<file path="src/hw/rtl/c3x3_pkg.sv">
package c3x3_pkg;

  // Frame limits
  localparam int MAX_WIDTH      = 1024;
  localparam int MAX_HEIGHT     = 1024;
  localparam int COEF_FRAC_BITS = 12;

  // Field widths
  localparam int DIM_W      = 11;                  // frame size registers and row counter
  localparam int COL_W      = $clog2(MAX_WIDTH);   // column counter / line buffer address
  localparam int CH_W       = 8;
  localparam int NUM_CH     = 3;
  localparam int PIX_W      = CH_W * NUM_CH;
  localparam int COEF_W     = 16;
  localparam int COEF_ROW_W = 3 * COEF_W;
  localparam int CFG_IDX_W  = 3;

  // Accumulator widths: 9-bit signed pixel times 16-bit weight, then two levels of 3-way adds
  localparam int PROD_W = CH_W + 1 + COEF_W;
  localparam int CSUM_W = PROD_W + 2;
  localparam int SUM_W  = CSUM_W + 2;

  // Default kernel: {1,2,1},{2,4,2},{1,2,1} / 16, left weight in the low bits
  localparam logic [COEF_W-1:0] W_ONE  = COEF_W'(1 << (COEF_FRAC_BITS - 4));
  localparam logic [COEF_W-1:0] W_TWO  = COEF_W'(2 << (COEF_FRAC_BITS - 4));
  localparam logic [COEF_W-1:0] W_FOUR = COEF_W'(4 << (COEF_FRAC_BITS - 4));
  localparam logic [COEF_ROW_W-1:0] COEF_TOP_RST = {W_ONE, W_TWO, W_ONE};
  localparam logic [COEF_ROW_W-1:0] COEF_MID_RST = {W_TWO, W_FOUR, W_TWO};
  localparam logic [COEF_ROW_W-1:0] COEF_BOT_RST = {W_ONE, W_TWO, W_ONE};

  localparam logic [DIM_W-1:0] WIDTH_RST  = DIM_W'(MAX_WIDTH);
  localparam logic [DIM_W-1:0] HEIGHT_RST = DIM_W'(MAX_HEIGHT);

  // Configuration register indexes
  typedef enum logic [CFG_IDX_W-1:0] {
    REG_FRAME_WIDTH,
    REG_FRAME_HEIGHT,
    REG_COLOR_MODE,
    REG_COEF_TOP,
    REG_COEF_MID,
    REG_COEF_BOT
  } cfg_reg_e;

  typedef logic        [PIX_W-1:0]  pix_t;
  typedef logic signed [COEF_W-1:0] coef_t;
  typedef logic signed [PROD_W-1:0] prod_t;
  typedef logic signed [CSUM_W-1:0] csum_t;
  typedef logic signed [SUM_W-1:0]  sum_t;

  // Per-output control that rides along the filter pipeline
  typedef struct packed {
    logic valid;
    logic eof;
    logic zero_top;
    logic zero_bot;
    logic zero_left;
    logic zero_right;
  } tag_t;

  // Stage after the line buffer read
  typedef struct packed {
    logic valid;      // a word was accepted: the window shifts
    tag_t tag;        // its output, if any
    logic top_en;
    logic mid_en;
    logic fwd;        // top tap comes from the pending line buffer write
    pix_t bot;
  } rd_stage_t;

endpackage

</file>
<file path="src/hw/rtl/c3x3_cell.sv">
module c3x3_cell import c3x3_pkg::*; (
  input  logic       clk,
  input  logic       shift,
  input  logic       step,
  input  pix_t       pix_in [3],
  output pix_t       pix_out [3],
  input  coef_t      wt [3],
  input  logic [2:0] zero_row,
  input  logic       zero_col,
  output csum_t      col_sum [NUM_CH]
);

  // One window column (top, mid, bottom), its products and its column sum
  pix_t  win [3];
  prod_t prod [3][NUM_CH];
  prod_t prod_next [3][NUM_CH];
  logic signed [CH_W:0] tap [3][NUM_CH];

  // Window column shifts toward the older neighbor
  always_ff @(posedge clk) begin
    if (shift) begin
      win <= pix_in;
    end
  end

  assign pix_out = win;

  // Edge taps read as zero
  always_comb begin
    for (int i = 0; i < 3; i++) begin
      for (int k = 0; k < NUM_CH; k++) begin
        tap[i][k] = (zero_row[i] || zero_col) ? '0 : {1'b0, win[i][CH_W*k +: CH_W]};
        prod_next[i][k] = prod_t'(tap[i][k]) * prod_t'(wt[i]);
      end
    end
  end

  always_ff @(posedge clk) begin
    if (step) begin
      prod <= prod_next;
    end
  end

  // Column sum per channel
  always_ff @(posedge clk) begin
    if (step) begin
      for (int k = 0; k < NUM_CH; k++) begin
        col_sum[k] <= CSUM_W'(prod[0][k]) + CSUM_W'(prod[1][k]) + CSUM_W'(prod[2][k]);
      end
    end
  end

endmodule

</file>
<file path="config.mk">
export PLATFORM = sky130hd
export DESIGN_NAME = c3x3_cell
export DESIGN_NICKNAME = d
export VERILOG_FILES = /design/src/hw/rtl/c3x3_pkg.sv /design/src/hw/rtl/c3x3_cell.sv
export SDC_FILE = /design/constraint.sdc
export NUM_CORES = 2
export LEC_CHECK = 0
export ABC_AREA = 1
export BUFFER_PORTS_ARGS = -buffer_cell sky130_fd_sc_hd__buf_2
export CAP_MARGIN = 0
export CELL_PAD_IN_SITES_DETAIL_PLACEMENT = 0
export CELL_PAD_IN_SITES_GLOBAL_PLACEMENT = 2
export CORE_MARGIN = 1
export CORE_UTILIZATION = 42
export DETAILED_ROUTE_END_ITERATION = 7
export PLACE_DENSITY_LB_ADDON = 0.1
export REMOVE_ABC_BUFFERS = 1
export SYNTH_ARGS = -nofsm -noshare
export SYNTH_HDL_FRONTEND = slang
export SYNTH_SLANG_ARGS = --single-unit
</file>
<file path="constraint.sdc">
create_clock -name clk -period 12.1 [get_ports clk]
set_clock_uncertainty 0.15 [all_clocks]
set_input_delay 1.21 -clock clk [delete_from_list [all_inputs] [get_ports clk]]
set_output_delay 1.21 -clock clk [all_outputs]
set_load 0.01 [all_outputs]
</file>
==> out/metrics.csv <==
stage,metric,value,unit
yosys,cell with the most instances after synthesis,inv_1,
yosys,register area share after synthesis,0.1812,
yosys,prevailing post-synth register cell,edfxtp_1,
sta,Tcrit/Tclk final,0.5522,
global_route,largest net degree at the start of global routing,147,
setup_path,Crit-path slowest cell,nor2_4,
clocking,H-tree depth,2,
place,Placed Area,0.06575,sq mm
sta,Worst-Margin Slew,1.017,ns
clocking,hold_buf cts,0,
place,pre-CTS setup slack,4.753,ns
pwr,part of the power in registers,0.250,
floorplanning,Die Ht,388.2,um
yosys,Synth top area share,0.3183,
setup_path,CP Data Arrival Time,6.94,ns
place,GPL Wtd Cong,0.9248,
hold_path,worst hold-check path type,input pin to register,
routing,TritonRoute pass-1 iters,6,
yosys,synth top area cells,"fa_1 (32%), edfxtp_1 (18%), inv_1 (12%)",
routing,drt total wl,196.2,mm
yosys,Yosys cell types,33,
sta,Final Hold Fails,0,
clocking,TritonCTS Sinks,378,
clocking,root buffer cell,clkbuf_16,
setup_path,WS Path Type,input pin to register,
floorplanning,die area,0.1507,sq mm
yosys,Synth Warn #,0,
pwr,Int Pwr,0.004619,W
yosys,"Avg Cell Area, Syn",7.913,sq um
sta,fin crit period,6.682,ns
setup_path,CP Data Required Time,12.36,ns
sta,RSZ-0062 raised after global routing,no,
yosys,Post-synth EDFFs,378,
yosys,ys async rst share,0,
global_route,vias in the first global route,50700,
clocking,setup bufs post-CTS,0,
global_route,global-route usage over all layers,0.2665,
sta,relative slew slack,0.3212,
layout,Final nets,9742,
routing,initial DRC count,3348,
pwr,Overall Power,0.008875,W
place,# port buffers,279,
routing,vias,49270,
clocking,cts repair resizes,0,
floorplanning,Std-Cell Rows,141,
pwr,Clk pwr share,0.188,
yosys,synth cell count leaders,"inv_1 (2020), nand2_1 (1919), fa_1 (996)",
yosys,leading area contributor after synthesis,fa_1,
pwr,leakage,37.37,nW
routing,met3 WL,9.752,mm
global_route,Overflow after GRT,0,
setup_path,"Top cell by count, worst path",fa_1,
pwr,Cell Pwr Density,131.4,mW/mm^2
layout,area growth from synthesis to layout,7.858,%
pwr,switching part of the total,0.4795,
layout,fin area,0.06756,sq mm
yosys,number of synthesized register bits,378,
sta,TNS Setup,0,ns
layout,share of cells above drive strength 1,0.05299,
pwr,maximum ir drop on the vdd rail,0.0001103,V
setup_path,Startpoint Class,input pin,
setup_path,max incr delay on CP,0.80,ns
routing,post-DR vias/cell,4.894,
clocking,CTS Buffer Depth,3,
pwr,Comb power frac,0.562,
yosys,Post-Synthesis Cell Area,0.06264,sq mm
routing,Avg WL per Cell,19.50,um
global_route,initial antenna violation count,13,
pwr,NetSw,0.004256,W
job,Max-cap violations,0,
routing,met2 wire len,87.97,mm
global_route,global-route wire length before repair,305.7,mm
clocking,CTS buffer count,53,
sta,Fmax,149.7,MHz
layout,Final Util,0.4570,
floorplanning,Ports,280,
sta,Final setup viols,0,
outcome,outcome,"finished, final reports clean",
floorplanning,initial core utilization,0.4237,
setup_path,crit-path cells,buf_2 > nor2_4 > nand2_1 > nor2_1 > inv_1 > fa_1 > inv_1 > fa_1 > fa_1 > fa_1 > ha_1 > nand2_1 > nor3_1 > nand3_1 > nand4_1 > nand2_1,
sta,Slew Limit Fails,0,
floorplanning,chip width,388.2,um
sta,min setup slack post-route,5.418,ns
place,DP Wirelength,165.8,mm
routing,remaining routing DRC violations,0,
routing,"antenna viol nets, final",0,
clocking,CTS tree,done,
setup_path,Crit. End Element,register,
routing,DR top layer,met5,
yosys,synthesized instance count,7916,
routing,Metal-1 WL,94.61,mm
clocking,"Clk Latency, worst-skew pair",0.68,ns
clocking,Clock Pin Slew Worst Setup and Hold Paths,0.07,ns
floorplanning,CORE AREA,0.1478,sq mm
setup_path,CP Max Fanout,24,
-- layout by cell type, fill, tap and decap left out, drive strengths merged, types with 48 or more instances in the layout --
cell / Yosys / layout
inv: 2036 / 2043
nand2: 1947 / 1947
fa: 996 / 996
nor2: 994 / 994
ha: 525 / 525
edfxtp: 378 / 378
buf: 95 / 287
nand3: 250 / 250
a21oi: 224 / 224
xor2: 104 / 104
nand4: 83 / 83
o21ai: 64 / 64
clkbuf: 69 / 54
xnor2: 48 / 48
-- sequential cells by signal, summed over array words and instances (netlist names) --
signal / cells
pix_out: 72
prod: 225
col_sum: 81
-- kinds of logic after synthesis --
group / after synthesis / synth area share
simple gates: 3332 / 0.2119
buf+inv: 2210 / 0.1351
fa+ha+maj: 1521 / 0.4232
flops: 378 / 0.1812
compound gates: 323 / 0.02727
xor+xnor: 152 / 0.02125
-- power groups by stage --
stage	logic (W)	clock network, W	registers [W]
4_1_cts	0.00501	0.00172	0.00223
6_report	0.00499	0.00167	0.00222
5_1_grt	0.00564	0.00175	0.00224
3_3_place_gp	0.00498	0	0.00225
3_5_place_dp	0.00497	0	0.00225
2_1_floorplan	0.00327	0	0.00217
-- final cells by class --
class / count / area (sq um)
Antenna cell: 3 / 7.507
Inverter: 2046 / 7680
Timing Repair Buffer: 287 / 1481
Clock buffer: 54 / 1330
Fill cell: 15290 / 80280
Multi-Input combinational cell: 5328 / 42820
Sequential cell: 378 / 11350
Tap cell: 1930 / 2415
Clock inverter: 40 / 474.2
-- critical path, delay by kind of cell --
family        cells  cell delay, ns
buf+inv           3            0.48
fa+ha+maj         5            2.56
simple gates      8            2.66
-- routing by layer --
layer  vias to the layer above  track usage
met4                         4      0.05318
met3                       175      0.02754
met5                         -            0
li1                      23720            -
met2                      1159       0.4249
met1                     24210       0.3923
-- path summary, 6_finish.rpt --
path | startpoint | endpoint | slack [ns] | cells past startpoint
min | pix_in[70] | pix_out[70] | 0.56 | 1
max | zero_col | prod[23] | 5.42 | 16
max reg2reg | pix_out[24] | prod[139] | 6.50 | 17
min reg2reg | prod[176] | col_sum[28] | 0.58 | 2
-- metrics by stage --
stage	instances	hold WS, ns
2_1_floorplan	7752	0.5217
3_3_place_gp	9969	0.5425
3_5_place_dp	9969	0.5503
4_1_cts	10060	0.5049
5_1_grt	10060	0.5323
6_report	10070	0.5563
Note: power is estimated with default switching activity, not from simulation.
