[src/hw/rtl/c3x3_ram.sv]
module c3x3_ram #(
  parameter int WIDTH = 8,
  parameter int DEPTH = 16
) (
  input  logic                     clk,
  input  logic                     we,
  input  logic [$clog2(DEPTH)-1:0] waddr,
  input  logic [WIDTH-1:0]         wdata,
  input  logic                     re,
  input  logic [$clog2(DEPTH)-1:0] raddr,
  output logic [WIDTH-1:0]         rdata
);

  logic [WIDTH-1:0] mem [DEPTH];

  // Read-first: a read and a write to the same address return the old entry
  always_ff @(posedge clk) begin
    if (we) begin
      mem[waddr] <= wdata;
    end
    if (re) begin
      rdata <= mem[raddr];
    end
  end

endmodule

[config.mk]
export PLATFORM = sky130hd
export DESIGN_NAME = c3x3_ram
export DESIGN_NICKNAME = d
export VERILOG_FILES = /design/src/hw/rtl/c3x3_ram.sv
export SDC_FILE = /design/constraint.sdc
export NUM_CORES = 1
export LEC_CHECK = 0
export BUFFER_PORTS_ARGS = -buffer_cell sky130_fd_sc_hd__buf_2
export CORE_UTILIZATION = 60
export DETAILED_ROUTE_END_ITERATION = 12
export PLACE_DENSITY = 0.78
export SYNTH_ARGS = -nofsm -noshare
export SYNTH_HDL_FRONTEND = slang
export SYNTH_SLANG_ARGS = --single-unit
[constraint.sdc]
create_clock -name clk -period 5.2 [get_ports clk]
set_input_delay 1.3 -clock clk [delete_from_list [all_inputs] [get_ports clk]]
set_output_delay 1.3 -clock clk [all_outputs]
set_load 0.05 [all_outputs]
==> flow_summary_export.csv, run 1 <==
group,metric,value,unit
floorplan,start_util,0.627,
critical_path,crit_type,"in2reg",
synth,synth_area_leader_cell,"edfxtp_1",
route,postRouteAntennaNets,0,
route,drc,0,
placement,placed_area,5420,sq um
timing,setup_viol,0,
clock_network,clock-sinks,136,
critical_path,crit_arrival,3.11,ns
floorplan,dieArea,9090,sq um
global_routing,grt_pass1_vias,2439,
power_and_ir_drop,p_int,2.11,mW
floorplan,rows,33,
final_layout,syn_to_final_growth,15.9,%
clock_network,clk_latency,0.51,ns
floorplan,dieWidth,95.3,um
power_and_ir_drop,switchingPower,0.538,mW
critical_path,critPathRequiredTime,5.44,ns
clock_network,cts_tree,"done",
power_and_ir_drop,p_comb_frac,0.047,
critical_path,path_max_fanout,32,
timing,slew_headroom,0.199,
route,dr_total_vias,2530,
global_routing,gr-total-overflow,0,
synth,synth_fp_nets,248,
clock_network,htree_levels,4,
power_and_ir_drop,ir_worst_vdd,0.292,mV
final_layout,final_common_cell,"edfxtp_1",
status,outcome,"complete, no violations",
route,vias_per_cell,6.61,
placement,portBuffers,26,
clock_network,numCtsBuffers,17,
power_and_ir_drop,p_leak,2.02,nW
power_and_ir_drop,power_density,437,nW/um^2
global_routing,grt_antenna_before_repair,0,
clock_network,cts_buffer_depth,2,
final_layout,utilization,0.727,
flow_run,max-cap-violations,0,
clock_network,root_buffer,"clkbuf_8",
synth,syn_area_per_cell,22.8,sq um
floorplan,core,8340,sq um
final_layout,final_cell_mix,"136 x edfxtp_1, 26 x buf_2, 18 x mux4_2",
synth,yosys_warnings,0,
timing,fin_crit,2.87,ns
synth,synth_seq_area_share,0.781,
placement,place_inst,351,
global_routing,grt_use_total,0.250,
route,first_iter_violations,342,
timing,tightest_slew,1.19,ns
timing,finalMaxSlewViolations,0,
timing,final-hold-violation-count,0,
clock_network,cts_resized,0,
clock_network,clk_pin_slew_worst_paths,0.06,ns
timing,finalHoldWorstSlack,0.746,ns
power_and_ir_drop,clockPowerShare,0.484,
route,drt_wl_total,10100,um
timing,rsz0062_at_grt,"no",
critical_path,cp-end-kind,"flip-flop",
route,drtPass1Iterations,5,
synth,synth_area_leaders,"edfxtp_1 78%, mux4_2 7.8%, mux4_1 7.0%, a22oi_1 2.3%, nor2_1 0.93%",
route,wl_per_cell,26.5,um
synth,synth-seq-cells,136,
timing,clock_skew,0.0105,ns
final_layout,final_cells,383,
synth,syn_area,5230,sq um
synth,syn_inst,229,
global_routing,grt_pass1_wl,14900,um
final_layout,layout-drive-gt1-share,0.281,
synth,synth_top_area_frac,0.781,
clock_network,hold_buffers,0,
final_layout,antenna_cells,0,
timing,period_share,0.552,
power_and_ir_drop,seq_power_share,0.469,
timing,fin_tns_setup,0,ns
clock_network,postCtsSetupRepairBufs,0,
power_and_ir_drop,swShare,0.203,
global_routing,grt_max_degree,33,
floorplan,die_h,95.3,um
placement,dp_hpwl,5790,um
synth,ys_types,18,
final_layout,final_area,6060,sq um
placement,gp_congestion,0.692,
floorplan,io_pins,27,
critical_path,crit_path_start_kind,"primary input",
timing,clock.fmax,348,MHz
final_layout,nNetsFinal,284,
worst_hold_path,hp-class,"reg2reg",
## path summary, 6_finish.rpt
path / start / endpoint / slack (ns) / cells past startpoint
worst min-delay path: mem[15][6] / rdata[6] / 0.75 / 3
worst max-delay path: raddr[0] / rdata[0] / 2.33 / 4
worst max register to register: mem[2][0] / rdata[0] / 3.68 / 3
worst min register to register: mem[15][6] / rdata[6] / 0.75 / 3
## metrics by stage
step                worst slack, ns  power [mW]
floorplan                      2.41        1.34
global placement               1.83        1.38
detailed placement             1.79        1.39
CTS                            2.32        2.65
global route                   2.22        2.70
finish                         2.33        2.65
## final cells by class
type	count	area [sq um]
Clock inverter	14	221
Clock buffer	18	418
Timing Repair Buffer	27	138
Fill cell	480	2280
Sequential cell	136	4080
Multi-Input combinational cell	83	1070
Tap cell	105	131
## metal layers
layer	wire length [um]	part of all wire	track usage
met5	0	0	0
met3	873	0.086	0.0534
met4	136	0.013	0.120
met2	5110	0.50	0.388
met1	4020	0.40	0.345
## power by group through the flow
stage	sequential [mW]	clock, mW	combinational (mW)
2_1_floorplan	1.28	0	0.0623
3_3_place_gp	1.26	0	0.119
3_5_place_dp	1.27	0	0.123
4_1_cts	1.24	1.29	0.125
5_1_grt	1.24	1.33	0.133
6_report	1.24	1.28	0.125
## kinds of logic after synthesis
group | share of synthesized area
flops | 0.781
simple gates | 0.0314
mux | 0.148
compound gates | 0.0230
buf+inv | 0.0165
## synth_stat cells
master and instances:
nand3_1 1, buf_4 1, and2b_1 1, buf_6 3, mux4_1 14, nand3b_1 2
nor3_1 4, nor2_1 13, nor2b_1 1, mux4_2 18, clkdlybuf4s25_2 3, edfxtp_1 136
buf_2 3, nand2_1 9, a22oi_1 16, and2_1 1, nand2b_1 2, or3b_2 1
## state kept, by name, indices dropped and copies added (netlist names)
register  count
rdata         8
mem         128
## critical path: stages
cell and delay (ns):
buf_2 0.77, mux4_1 0.68, a22oi_1 0.23, nand2_1 0.12
(Power assumes the default switching activity.)
==> inputs of run 2 (changes only) <==
==> constraint.sdc (replaced) <==
create_clock -name clk -period 2.8 [get_ports clk]
set_input_delay 0.7 -clock clk [delete_from_list [all_inputs] [get_ports clk]]
set_output_delay 0.7 -clock clk [all_outputs]
set_load 0.05 [all_outputs]
==> flow_summary_export.csv, run 2 (synthesis results as in run 1) <==
group,metric,value,unit
timing,slew_headroom,0.444,
global_routing,grt_use_total,0.279,
power_and_ir_drop,p_int,3.91,mW
timing,clock_skew,0.0116,ns
route,postRouteAntennaNets,0,
critical_path,regToRegStartpoint,"mem[7][6]",
clock_network,cts_buffer_depth,2,
critical_path,crit_buf_inv,1,
timing,finalMaxSlewViolations,0,
critical_path,critPathRequiredTime,2.10,ns
power_and_ir_drop,p_leak,2.11,nW
power_and_ir_drop,p_comb_frac,0.051,
global_routing,grt_max_degree,33,
route,drtPass1Iterations,5,
clock_network,postCtsSetupRepairBufs,0,
critical_path,cpLargestDelayFamily,"flip-flops",
status,outcome,"complete, no violations",
timing,tightest_slew,0.830,ns
clock_network,cts_resized,0,
route,wl_per_cell,27.9,um
critical_path,r2r_end,"rdata[6]",
power_and_ir_drop,seq_power_share,0.473,
global_routing,grt_antenna_before_repair,0,
clock_network,htree_levels,4,
critical_path,cp-end-kind,"primary output",
worst_hold_path,min_to,"rdata[4]",
critical_path,reg2reg_slack,1.26,ns
final_layout,top_regs,"mem: 128 flops, rdata: 8 flops",
timing,period_share,0.667,
final_layout,final_common_cell,"edfxtp_1",
clock_network,cts_tree,"done",
worst_hold_path,hold_depth,1,
route,drc,0,
floorplan,rows,33,
placement,placed_area,5560,sq um
worst_hold_path,hp-class,"in2reg",
critical_path,crit_arrival,1.17,ns
placement,portBuffers,26,
clock_network,clk_latency,0.52,ns
timing,setup_viol,0,
final_layout,nFillCells,456,
critical_path,critPathLaunch,"rdata[7]",
power_and_ir_drop,power,4.88,mW
route,dr_total_vias,2649,
route,top_layer,"met4",
placement,dp_hpwl,6260,um
global_routing,grt_pass1_wl,16400,um
route,vias_per_cell,6.62,
critical_path,slowest_delay,0.42,ns
critical_path,r2r_cells,3,
clock_network,root_buffer,"clkbuf_8",
flow_run,max-cap-violations,0,
final_layout,antenna_cells,0,
critical_path,worstPathCellList,"buf_2",
route,drt_wl_total,11200,um
clock_network,clock-sinks,136,
timing,fin_crit,1.87,ns
critical_path,path_max_fanout,1,
floorplan,dieArea,9090,sq um
critical_path,crit_path_start_kind,"flip-flop",
timing,final-hold-violation-count,0,
floorplan,start_util,0.627,
placement,gp_congestion,0.720,
worst_hold_path,min_from,"re",
final_layout,syn_to_final_growth,18.3,%
route,routed-wl-met3,1030,um
clock_network,hold_buffers,0,
final_layout,layout-drive-gt1-share,0.305,
route,first_iter_violations,329,
power_and_ir_drop,clockPowerShare,0.476,
timing,fin_tns_setup,0,ns
power_and_ir_drop,power_density,790,nW/um^2
critical_path,cp_slowest_cell,"edfxtp_1",
floorplan,die_h,95.3,um
timing,clock.fmax,535,MHz
timing,rsz0062_at_grt,"no",
final_layout,utilization,0.742,
final_layout,final_cell_mix,"136 x edfxtp_1, 26 x buf_2, 18 x mux4_2",
power_and_ir_drop,ir_worst_vdd,0.560,mV
power_and_ir_drop,swShare,0.199,
floorplan,core,8340,sq um
final_layout,largest_reg_flops,128,
critical_path,crit_type,"reg2out",
final_layout,final_area,6180,sq um
clock_network,numCtsBuffers,17,
power_and_ir_drop,switchingPower,0.970,mW
clock_network,clk_pin_slew_worst_paths,0.06,ns
final_layout,regMostFlops,"mem",
route,wl_met1,4410,um
route,met2_length,5550,um
global_routing,gr-total-overflow,0,
final_layout,nNetsFinal,301,
floorplan,dieWidth,95.3,um
floorplan,io_pins,27,
global_routing,grt_pass1_vias,2607,
[run 2: worst reg2reg max path, delay by kind of cell, from the launching register on]
kind            cells  cell delay [ns]
mux                 1             0.52
flops               1             0.39
compound gates      1             0.24
simple gates        1             0.12
[run 2: metrics by stage]
stage / std cells / hold slack [ns] / worst slack (ns)
finish: 400 / 0.555 / 0.931
global route: 400 / 0.550 / 0.902
CTS: 400 / 0.542 / 0.903
detailed placement: 368 / 0.739 / 0.511
global placement: 368 / 0.731 / 0.525
floorplan: 229 / 0.705 / 0.607
[run 2: power by group through the flow]
stage / combinational [mW] / sequential (mW) / clock, mW
after global routing: 0.264 / 2.31 / 2.42
after global placement: 0.237 / 2.35 / 0
after CTS: 0.249 / 2.31 / 2.35
final: 0.248 / 2.31 / 2.33
after floorplan: 0.116 / 2.38 / 0
after detailed placement: 0.244 / 2.35 / 0
[run 2: worst max-delay path by stage]
| stage | end | depth (start not counted) | slack, ns |
|---|---|---|---|
| final | rdata[7] | 1 | 0.93 |
| after global routing | rdata[7] | 1 | 0.90 |
| after CTS | rdata[7] | 1 | 0.90 |
| after detailed placement | rdata[3] | 5 | 0.51 |
| after global placement | rdata[3] | 5 | 0.53 |
| after floorplan | mem[0][0] | 2 | 0.61 |
[run 2: area by class of cell]
class,count,area [sq um],area share
multi-input combinational,83,1060,0.171
clock buffer,19,422,0.0682
clock inverter,13,200,0.0324
timing repair buffer,44,290,0.0469
tap,105,131,0.0212
sequential,136,4080,0.660
[run 2: per-layer routing]
layer | GRT usage | vias up
li1 | - | 1092
met1 | 0.384 | 1326
met2 | 0.434 | 205
met3 | 0.0702 | 26
met4 | 0.114 | 0
met5 | 0 | -
